--- config.mk ---
export PLATFORM = sky130hd
export DESIGN_NAME = ordered_list_with_key_delete_top
export DESIGN_NICKNAME = d
export VERILOG_FILES = /design/src/rtl/olkd_pkg.sv /design/src/rtl/ordered_list_with_key_delete_top.sv /design/src/rtl/olkd_cell.sv
export SDC_FILE = /design/constraint.sdc
export NUM_CORES = 1
export LEC_CHECK = 0
export ABC_CLOCK_PERIOD_IN_PS = 9250
export BUFFER_PORTS_ARGS = -buffer_cell sky130_fd_sc_hd__buf_2
export CAP_MARGIN = 20
export CORE_MARGIN = 2
export CORE_UTILIZATION = 64
export DETAILED_ROUTE_END_ITERATION = 8
export PLACE_DENSITY = 0.84
export SLEW_MARGIN = 20
export SYNTH_ARGS = -nofsm -noshare
export SYNTH_HDL_FRONTEND = slang
export SYNTH_HIERARCHICAL = 1
export SYNTH_SLANG_ARGS = --single-unit
--- constraint.sdc ---
create_clock -name clk -period 9.25 [get_ports clk]
set_input_delay 1.3875 -clock clk [delete_from_list [all_inputs] [get_ports clk]]
set_output_delay 1.3875 -clock clk [all_outputs]
set_load 0.05 [all_outputs]
--- src/rtl/olkd_pkg.sv ---
package olkd_pkg;

    localparam int DEPTH = 16;
    localparam int CNT_W = $clog2(DEPTH + 1);

    typedef logic [1:0] req_t;
    typedef logic [1:0] status_t;
    typedef logic signed [31:0] entry_t;
    typedef logic [CNT_W-1:0] count_t;

    localparam req_t REQ_APPEND      = 2'd0;
    localparam req_t REQ_REMOVE_HEAD = 2'd1;
    localparam req_t REQ_REMOVE_TAIL = 2'd2;
    localparam req_t REQ_REMOVE_KEY  = 2'd3;

    localparam status_t STATUS_OK        = 2'd0;
    localparam status_t STATUS_EMPTY     = 2'd1;
    localparam status_t STATUS_NOT_FOUND = 2'd2;
    localparam status_t STATUS_FULL      = 2'd3;

    typedef struct packed {
        logic capture;
        logic shift;
        logic write;
    } cell_ctl_t;

endpackage

--- src/rtl/ordered_list_with_key_delete_top.sv ---
// Bounded list of signed 32-bit values kept in insertion order, held in a row of cells.
// The input channel carries req_type and value; the output channel returns status and
// entry_count. Each channel moves a transfer when its valid is high and its stall is low.
// When a request is taken, every cell compares its entry with the key and records a match.
// When the request commits, the first match travels along the row, the cells behind it
// take their neighbour's entry, and the result is written into the output register.
// The commit waits while the output register still holds an unaccepted result, and the
// block takes no new request until the compare-then-shift pass has committed the last one.
// A new request is taken while the previous result still waits in the output register;
// if the receiver keeps stalling, the second request holds until the register frees,
// and in_stall stays high meanwhile.
// Reset empties the list, clears out_valid and leaves in_stall low; the entries are not
// cleared, as only entries below the count are ever read.
module ordered_list_with_key_delete_top (
    input  logic                    clk,
    input  logic                    rst_n,
    input  logic                    in_valid,
    output logic                    in_stall,
    input  olkd_pkg::req_t          req_type,
    input  olkd_pkg::entry_t        value,
    output logic                    out_valid,
    input  logic                    out_stall,
    output olkd_pkg::status_t       status,
    output olkd_pkg::count_t        entry_count
);
    import olkd_pkg::*;

    localparam logic STATE_IDLE   = 1'b0;
    localparam logic STATE_COMMIT = 1'b1;

    logic      state_reg;
    logic      state_next;
    req_t      req_reg;
    entry_t    value_reg;
    count_t    len_reg;
    count_t    len_next;
    logic      out_valid_reg;
    status_t   status_reg;
    status_t   status_next;
    count_t    count_reg;

    logic      accept;
    logic      commit;
    logic      out_free;
    logic      any_hit;

    cell_ctl_t ctl      [DEPTH];
    logic      occupied [DEPTH];
    entry_t    entries  [DEPTH];
    logic      hits     [DEPTH+1];

    assign in_stall    = (state_reg != STATE_IDLE);
    assign accept      = in_valid && !in_stall;
    assign out_free    = !out_valid_reg || !out_stall;
    assign commit      = (state_reg == STATE_COMMIT) && out_free;
    assign out_valid   = out_valid_reg;
    assign status      = status_reg;
    assign entry_count = count_reg;

    assign hits[0] = commit && (req_reg == REQ_REMOVE_HEAD);
    assign any_hit = hits[DEPTH];

    always_comb
    begin
        status_next = STATUS_OK;
        len_next    = len_reg;
        if (req_reg == REQ_APPEND)
        begin
            if (len_reg >= CNT_W'(DEPTH))
            begin
                status_next = STATUS_FULL;
            end
            else
            begin
                len_next = len_reg + CNT_W'(1);
            end
        end
        else if (len_reg == '0)
        begin
            status_next = STATUS_EMPTY;
        end
        else if ((req_reg == REQ_REMOVE_KEY) && !any_hit)
        begin
            status_next = STATUS_NOT_FOUND;
        end
        else
        begin
            len_next = len_reg - CNT_W'(1);
        end
    end

    always_comb
    begin
        state_next = state_reg;
        unique case (state_reg)
            STATE_IDLE:
            begin
                if (accept)
                begin
                    state_next = STATE_COMMIT;
                end
            end
            STATE_COMMIT:
            begin
                if (commit)
                begin
                    state_next = STATE_IDLE;
                end
            end
            default:
            begin
                state_next = STATE_IDLE;
            end
        endcase
    end

    always_ff @(posedge clk or negedge rst_n)
    begin
        if (!rst_n)
        begin
            state_reg     <= STATE_IDLE;
            len_reg       <= '0;
            out_valid_reg <= 1'b0;
        end
        else
        begin
            state_reg <= state_next;
            if (commit)
            begin
                len_reg       <= len_next;
                out_valid_reg <= 1'b1;
            end
            else if (!out_stall)
            begin
                out_valid_reg <= 1'b0;
            end
        end
    end

    always_ff @(posedge clk)
    begin
        if (accept)
        begin
            req_reg   <= req_type;
            value_reg <= value;
        end
        if (commit)
        begin
            status_reg <= status_next;
            count_reg  <= len_next;
        end
    end

    for (genvar i = 0; i < DEPTH; i++)
    begin : g_cell
        assign occupied[i]  = (CNT_W'(i) < len_reg);
        assign ctl[i].capture = accept;
        assign ctl[i].shift   = commit && ((req_reg == REQ_REMOVE_HEAD)
                                || (req_reg == REQ_REMOVE_KEY));
        assign ctl[i].write   = commit && (req_reg == REQ_APPEND)
                                && (CNT_W'(i) == len_reg);

        olkd_cell u_cell (
            .clk          (clk),
            .rst_n        (rst_n),
            .ctl          (ctl[i]),
            .occupied     (occupied[i]),
            .key          (value),
            .append_value (value_reg),
            .next_entry   ((i == DEPTH - 1) ? entries[i] : entries[(i + 1) % DEPTH]),
            .hit_in       (hits[i]),
            .hit_out      (hits[i+1]),
            .entry        (entries[i])
        );
    end

endmodule

--- src/rtl/olkd_cell.sv ---
module olkd_cell (
    input  logic              clk,
    input  logic              rst_n,
    input  olkd_pkg::cell_ctl_t ctl,
    input  logic              occupied,
    input  olkd_pkg::entry_t  key,
    input  olkd_pkg::entry_t  append_value,
    input  olkd_pkg::entry_t  next_entry,
    input  logic              hit_in,
    output logic              hit_out,
    output olkd_pkg::entry_t  entry
);
    import olkd_pkg::*;

    entry_t entry_reg;
    logic   hit_reg;

    // The hit travels towards the tail, so every cell at or behind the first match moves.
    assign hit_out = hit_in | hit_reg;
    assign entry   = entry_reg;

    always_ff @(posedge clk or negedge rst_n)
    begin
        if (!rst_n)
        begin
            hit_reg <= 1'b0;
        end
        else if (ctl.capture)
        begin
            hit_reg <= occupied && (entry_reg == key);
        end
    end

    always_ff @(posedge clk)
    begin
        if (ctl.write)
        begin
            entry_reg <= append_value;
        end
        else if (ctl.shift && hit_out)
        begin
            entry_reg <= next_entry;
        end
    end

endmodule
Word level (Yosys, flattened, before mapping)
Index checks and enable logic that the tools add are counted.
{ "totals": {"reg_bits": 576, "latchBits": 0, "mem_bits_rw": 0, "mem_bits_ro": 0, "in_bits": 38, "out_inout_bits": 9, "wordCells": 228, "n_memories": 0} }
{ "classes": {"n_addsub": 2, "multipliers": 0, "n_div": 0, "n_lt_le_gt_ge": 17, "n_eq_ne": 34, "n_shift": 0, "mux": 43, "bitwise_logic": 17, "reduce_logical": 76} }
{ "op_table": {"columns": ["op", "n"], "rows": [
  ["32-bit 2-to-1 mux", 30],
  ["32-bit equality test", 16],
  ["1-bit logical AND", 53],
  ["4-bit by 5-bit equality test with 1-bit output, first input constant", 8],
  ["4-bit by 5-bit less-than comparator with 1-bit output, first input constant", 8],
  ["2-bit nonzero test", 15],
  ["3-bit by 5-bit equality test with 1-bit output, first input constant", 4],
  ["3-bit by 5-bit less-than comparator with 1-bit output, first input constant", 4],
  ["5-bit 2-to-1 mux", 4],
  ["1-bit bitwise OR", 16],
  ["2-bit by 5-bit equality test with 1-bit output, first input constant", 2],
  ["1-bit by 5-bit less-than comparator with 1-bit output, first input constant", 2],
  ["2-bit by 5-bit less-than comparator with 1-bit output, first input constant", 2],
  ["2-bit 2-to-1 mux", 4],
  ["5-bit by 1-bit adder with 5-bit output, second input constant", 1],
  ["1-bit by 5-bit equality test with 1-bit output, first input constant", 1],
  ["5-bit greater-or-equal comparator, second input constant", 1],
  ["5-bit logical NOT", 1],
  ["5-bit by 1-bit subtractor with 5-bit output, second input constant", 1],
  ["1-bit logical NOT", 4],
  ["1-bit 2-to-1 mux", 4],
  ["2-bit by 1-bit equality test with 1-bit output, second input constant", 1],
  ["2-bit equality test, second input constant", 1],
  ["2-bit logical NOT", 1],
  ["other kinds (4)", 5]
]} }

Longest topological paths before layout
{ "depth": {"depth_word": 25, "ltp_mapped": 24, "depth_no_buf": 24} }

Hierarchy
Netlist, hierarchy kept.
{ "by_module_without_submodules": {"columns": ["mod", "n_inst", "cells_each", "area_per_inst_um2", "seq_area_each_um2"], "rows": [
  ["olkd_cell", 16, 116, 1740.4, 985.9],
  ["ordered_list_with_key_delete_top", 1, 176, 2172.1, 1406.3]
]} }

Worst setup path after synthesis
OpenSTA, ideal clock, no wires.
{ "synth_timing": {"path_kind": "input -> register", "startpoint": "input port out_stall", "endpoint": "register count_reg[3] (netlist: entry_count[3]) (data pin)", "setup_time_ns": 0.255, "t_arrival_ns": 7.136, "required_ns": 8.995, "path_slack_ns": 1.859, "path_stages": 24, "path_cell_list": "a21bo_2 -> inv_2 -> and2_1 -> nor2b_1 -> or2_2 -> or2_2 -> or2_2 -> or2_2 -> or2_2 -> or2_2 -> or2_2 -> or2_2 -> or2_2 -> or2_2 -> or2_2 -> or2_2 -> or2_2 -> or2_2 -> or2_2 -> or2_2 -> nand3b_1 -> nand2_1 -> o22ai_1 -> o21ba_2"} }
{ "synth_rtl": {"columns": ["element", "line", "rtl"], "rows": [
  ["start, declared", "ordered_list_with_key_delete_top.sv:22", "input logic out_stall,"],
  ["end signal, assigned", "ordered_list_with_key_delete_top.sv:150", "count_reg <= len_next;"],
  ["end, declared", "ordered_list_with_key_delete_top.sv:40", "count_t count_reg;"]
]} }

==> flow_metrics.env <==
export IMPL_synth_top_cell_by_area="edfxtp_1"
export IMPL_hold_buffers=0
export IMPL_min_period_over_period=0.822
export IMPL_min_delay_path_class="flip-flop to flip-flop"
export IMPL_slew_violations=0
export IMPL_grt_overflow=0
export IMPL_grt_pass1_vias=18100
export IMPL_routed_wl_mm=68.5
export IMPL_relSlewSlack=0.270
export IMPL_finalSetupViolations=0
export IMPL_maxCapViolCount=0
export IMPL_fin_worst_skew_ns=0.0239
export IMPL_largest_reg_flops=512
export IMPL_clkTransAtPathRegs_ns=0.06
export IMPL_synthDominantCellAreaShare=0.553
export IMPL_grt_pass1_wl_mm=106
export IMPL_crit_path_end_kind="flip-flop"
export IMPL_synth_warnings=6
export IMPL_peakVddDrop_uv=132
export IMPL_drt_iter0_drc=1469
export IMPL_insertion_delay_ns=0.62
export IMPL_cp_data_required_time_ns=9.62
export IMPL_clock_path_buffers=3
export IMPL_crit_path_max_incr_delay_ns=0.35
export IMPL_gp_congestion=0.852
export IMPL_die_x_um=221
export IMPL_synthToLayoutAreaGrowth_pct=9.22
export IMPL_io_pins=47
export IMPL_cts_made_buffers=60
export IMPL_synth_area_um2=30000
export IMPL_crit_fanout=12
export IMPL_cellLeakagePower_nw=10.7
export IMPL_crit_top_cell="or2_2"
export IMPL_coreArea_um2=46500
export IMPL_first_pass_iters=6
export IMPL_vias=17500
export IMPL_synth_cell_types=49
export IMPL_die_area_um2=48700
export IMPL_grt_max_degree=51
export IMPL_ys_flop_type="edfxtp_1"
export IMPL_post_cts_resized=0
export IMPL_synthTopCellsByArea="edfxtp_1 55%, mux2_2 19%, xor2_1 9.3%, xnor2_1 5.7%, dfrtp_1 1.9%"
export IMPL_vias_per_cell=6.36
export IMPL_die_y_um=221
export IMPL_hp_start="out_valid"
export IMPL_port_buffers=46
export IMPL_dpl_hpwl_mm=46.5
export IMPL_drc=0
export IMPL_clock_sinks=576
export IMPL_rsz0062_at_grt="false"
export IMPL_synth_commonest_cells="553 x edfxtp_1, 512 x mux2_2, 320 x xor2_1"
export IMPL_arrival_ns=7.97
export IMPL_finalSetupTns_ns=0
export IMPL_timing_rr_start="in_stall"
export IMPL_cp_top_family="simple AND/OR/NAND/NOR gates"
export IMPL_ant_nets=0
export IMPL_worst_setup_path_start_kind="input port"
export IMPL_antenna_found_initial=4
export IMPL_post_cts_setup_buffers=0
export IMPL_status="complete, no violations"
export IMPL_tritoncts="done"
export IMPL_ys_seq_area_frac=0.572
export IMPL_grtUsageTotal=0.286
export IMPL_finalNetCount=2134
export IMPL_async_flop_share=0.0399
export IMPL_critPathSlowestCell="nand3b_1"
export IMPL_htreeDepth=2
export IMPL_drive_gt1_frac=0.334
export IMPL_initial_core_util=0.646
export IMPL_synth_cells=2032
export IMPL_fmax_mhz=132
export IMPL_cts_root_buffer="clkbuf_16"
export IMPL_ys_seq_elements=576
export IMPL_path_class="input port to flip-flop"
export IMPL_final_util=0.706
export IMPL_syn_area_per_cell_um2=14.8
export IMPL_path_buf_inv=2
export IMPL_rows=79
export IMPL_crit_path_start="out_stall"
export IMPL_hold_viol=0
export IMPL_p_per_area_nw_per_um2=174
export IMPL_wl_per_cell_um=24.9
export IMPL_max_slew_worst_pin_slew_ns=1.09
export IMPL_synth_nets=2075
export IMPL_synth_most_common_cell="edfxtp_1"
export IMPL_fin_crit_ns=7.60
export IMPL_synth_edff_count=553
## layout by cell type, fill, tap and decap left out, types with 14 or more instances in the layout
cell type and instances:
edfxtp_1 553, mux2_2 512, xor2_1 320, xnor2_1 194, nor4_1 80, nand4_1 66
clkbuf_16 61, buf_2 46, clkbuf_1 26, buf_4 24, inv_1 23, dfrtp_1 23
nand3_1 18, a21o_1 18, or2_2 17, or4_1 16, o22ai_2 16, nand2_1 14
## layout make-up
class	count	area, µm²
diodes	3	7.51
clock buffers	88	1640
clock inverters	22	165
fillers	3043	13700
inverters	24	90.1
multi-input cells	1359	12500
flip-flops and latches	576	17200
well taps	607	759
repair buffers	70	410
## stage by stage
step | setup WS [ns] | hold slack (ns) | area [µm²] | cells | total power, mW
4_1_cts | 1.77 | 0.542 | 32800 | 2746 | 5.73
5_1_grt | 1.50 | 0.558 | 32800 | 2749 | 5.88
6_report | 1.65 | 0.542 | 32800 | 2749 | 5.71
3_3_place_gp | 1.15 | 0.501 | 31000 | 2636 | 3.47
2_1_floorplan | 1.86 | 0.523 | 30000 | 2032 | 3.28
3_5_place_dp | 1.14 | 0.521 | 31000 | 2636 | 3.48
## power by group
part	internal, mW	switching [mW]	total [mW]
Combinational	0.148	0.280	0.428
Clock	1.28	0.988	2.26
Sequential	2.90	0.116	3.01
Total	4.32	1.38	5.71
## final timing paths
path                                             endpoint  slack (ns)  depth (start not counted)
worst max-delay path                       entry_count[3]        1.65                         25
worst min-delay path                            out_valid        0.54                          1
worst max register to register             entry_count[3]        2.00                         24
worst min register to register                  out_valid        0.54                          1
max in group asynchronous        g_cell[3].u_cell/hit_reg        7.93                          1
min in group asynchronous       g_cell[15].u_cell/hit_reg        0.83                          1
## per-layer routing
layer  global-route usage  vias to the layer above  share of wire
li1                     -                     7759              -
met1                0.395                     8978           0.43
met2                0.468                      612           0.48
met3               0.0414                      128          0.063
met4               0.0980                        0          0.030
met5                    0                        -              0
## logic make-up (layout without fill, tap and decap cells)
group / after synthesis / count (layout) / synth area share
xor gates and xnor gates: 514 / 514 / 0.150
DFF: 576 / 576 / 0.572
and+or+nand+nor: 255 / 255 / 0.0511
other: 0 / 3 / 0
buffers and inverters: 97 / 204 / 0.0123
muxes: 513 / 513 / 0.192
adders and majority gates: 5 / 5 / 0.00208
AOI/OAI and AO/OA: 72 / 72 / 0.0198
Power figures use the tool's default switching activity.
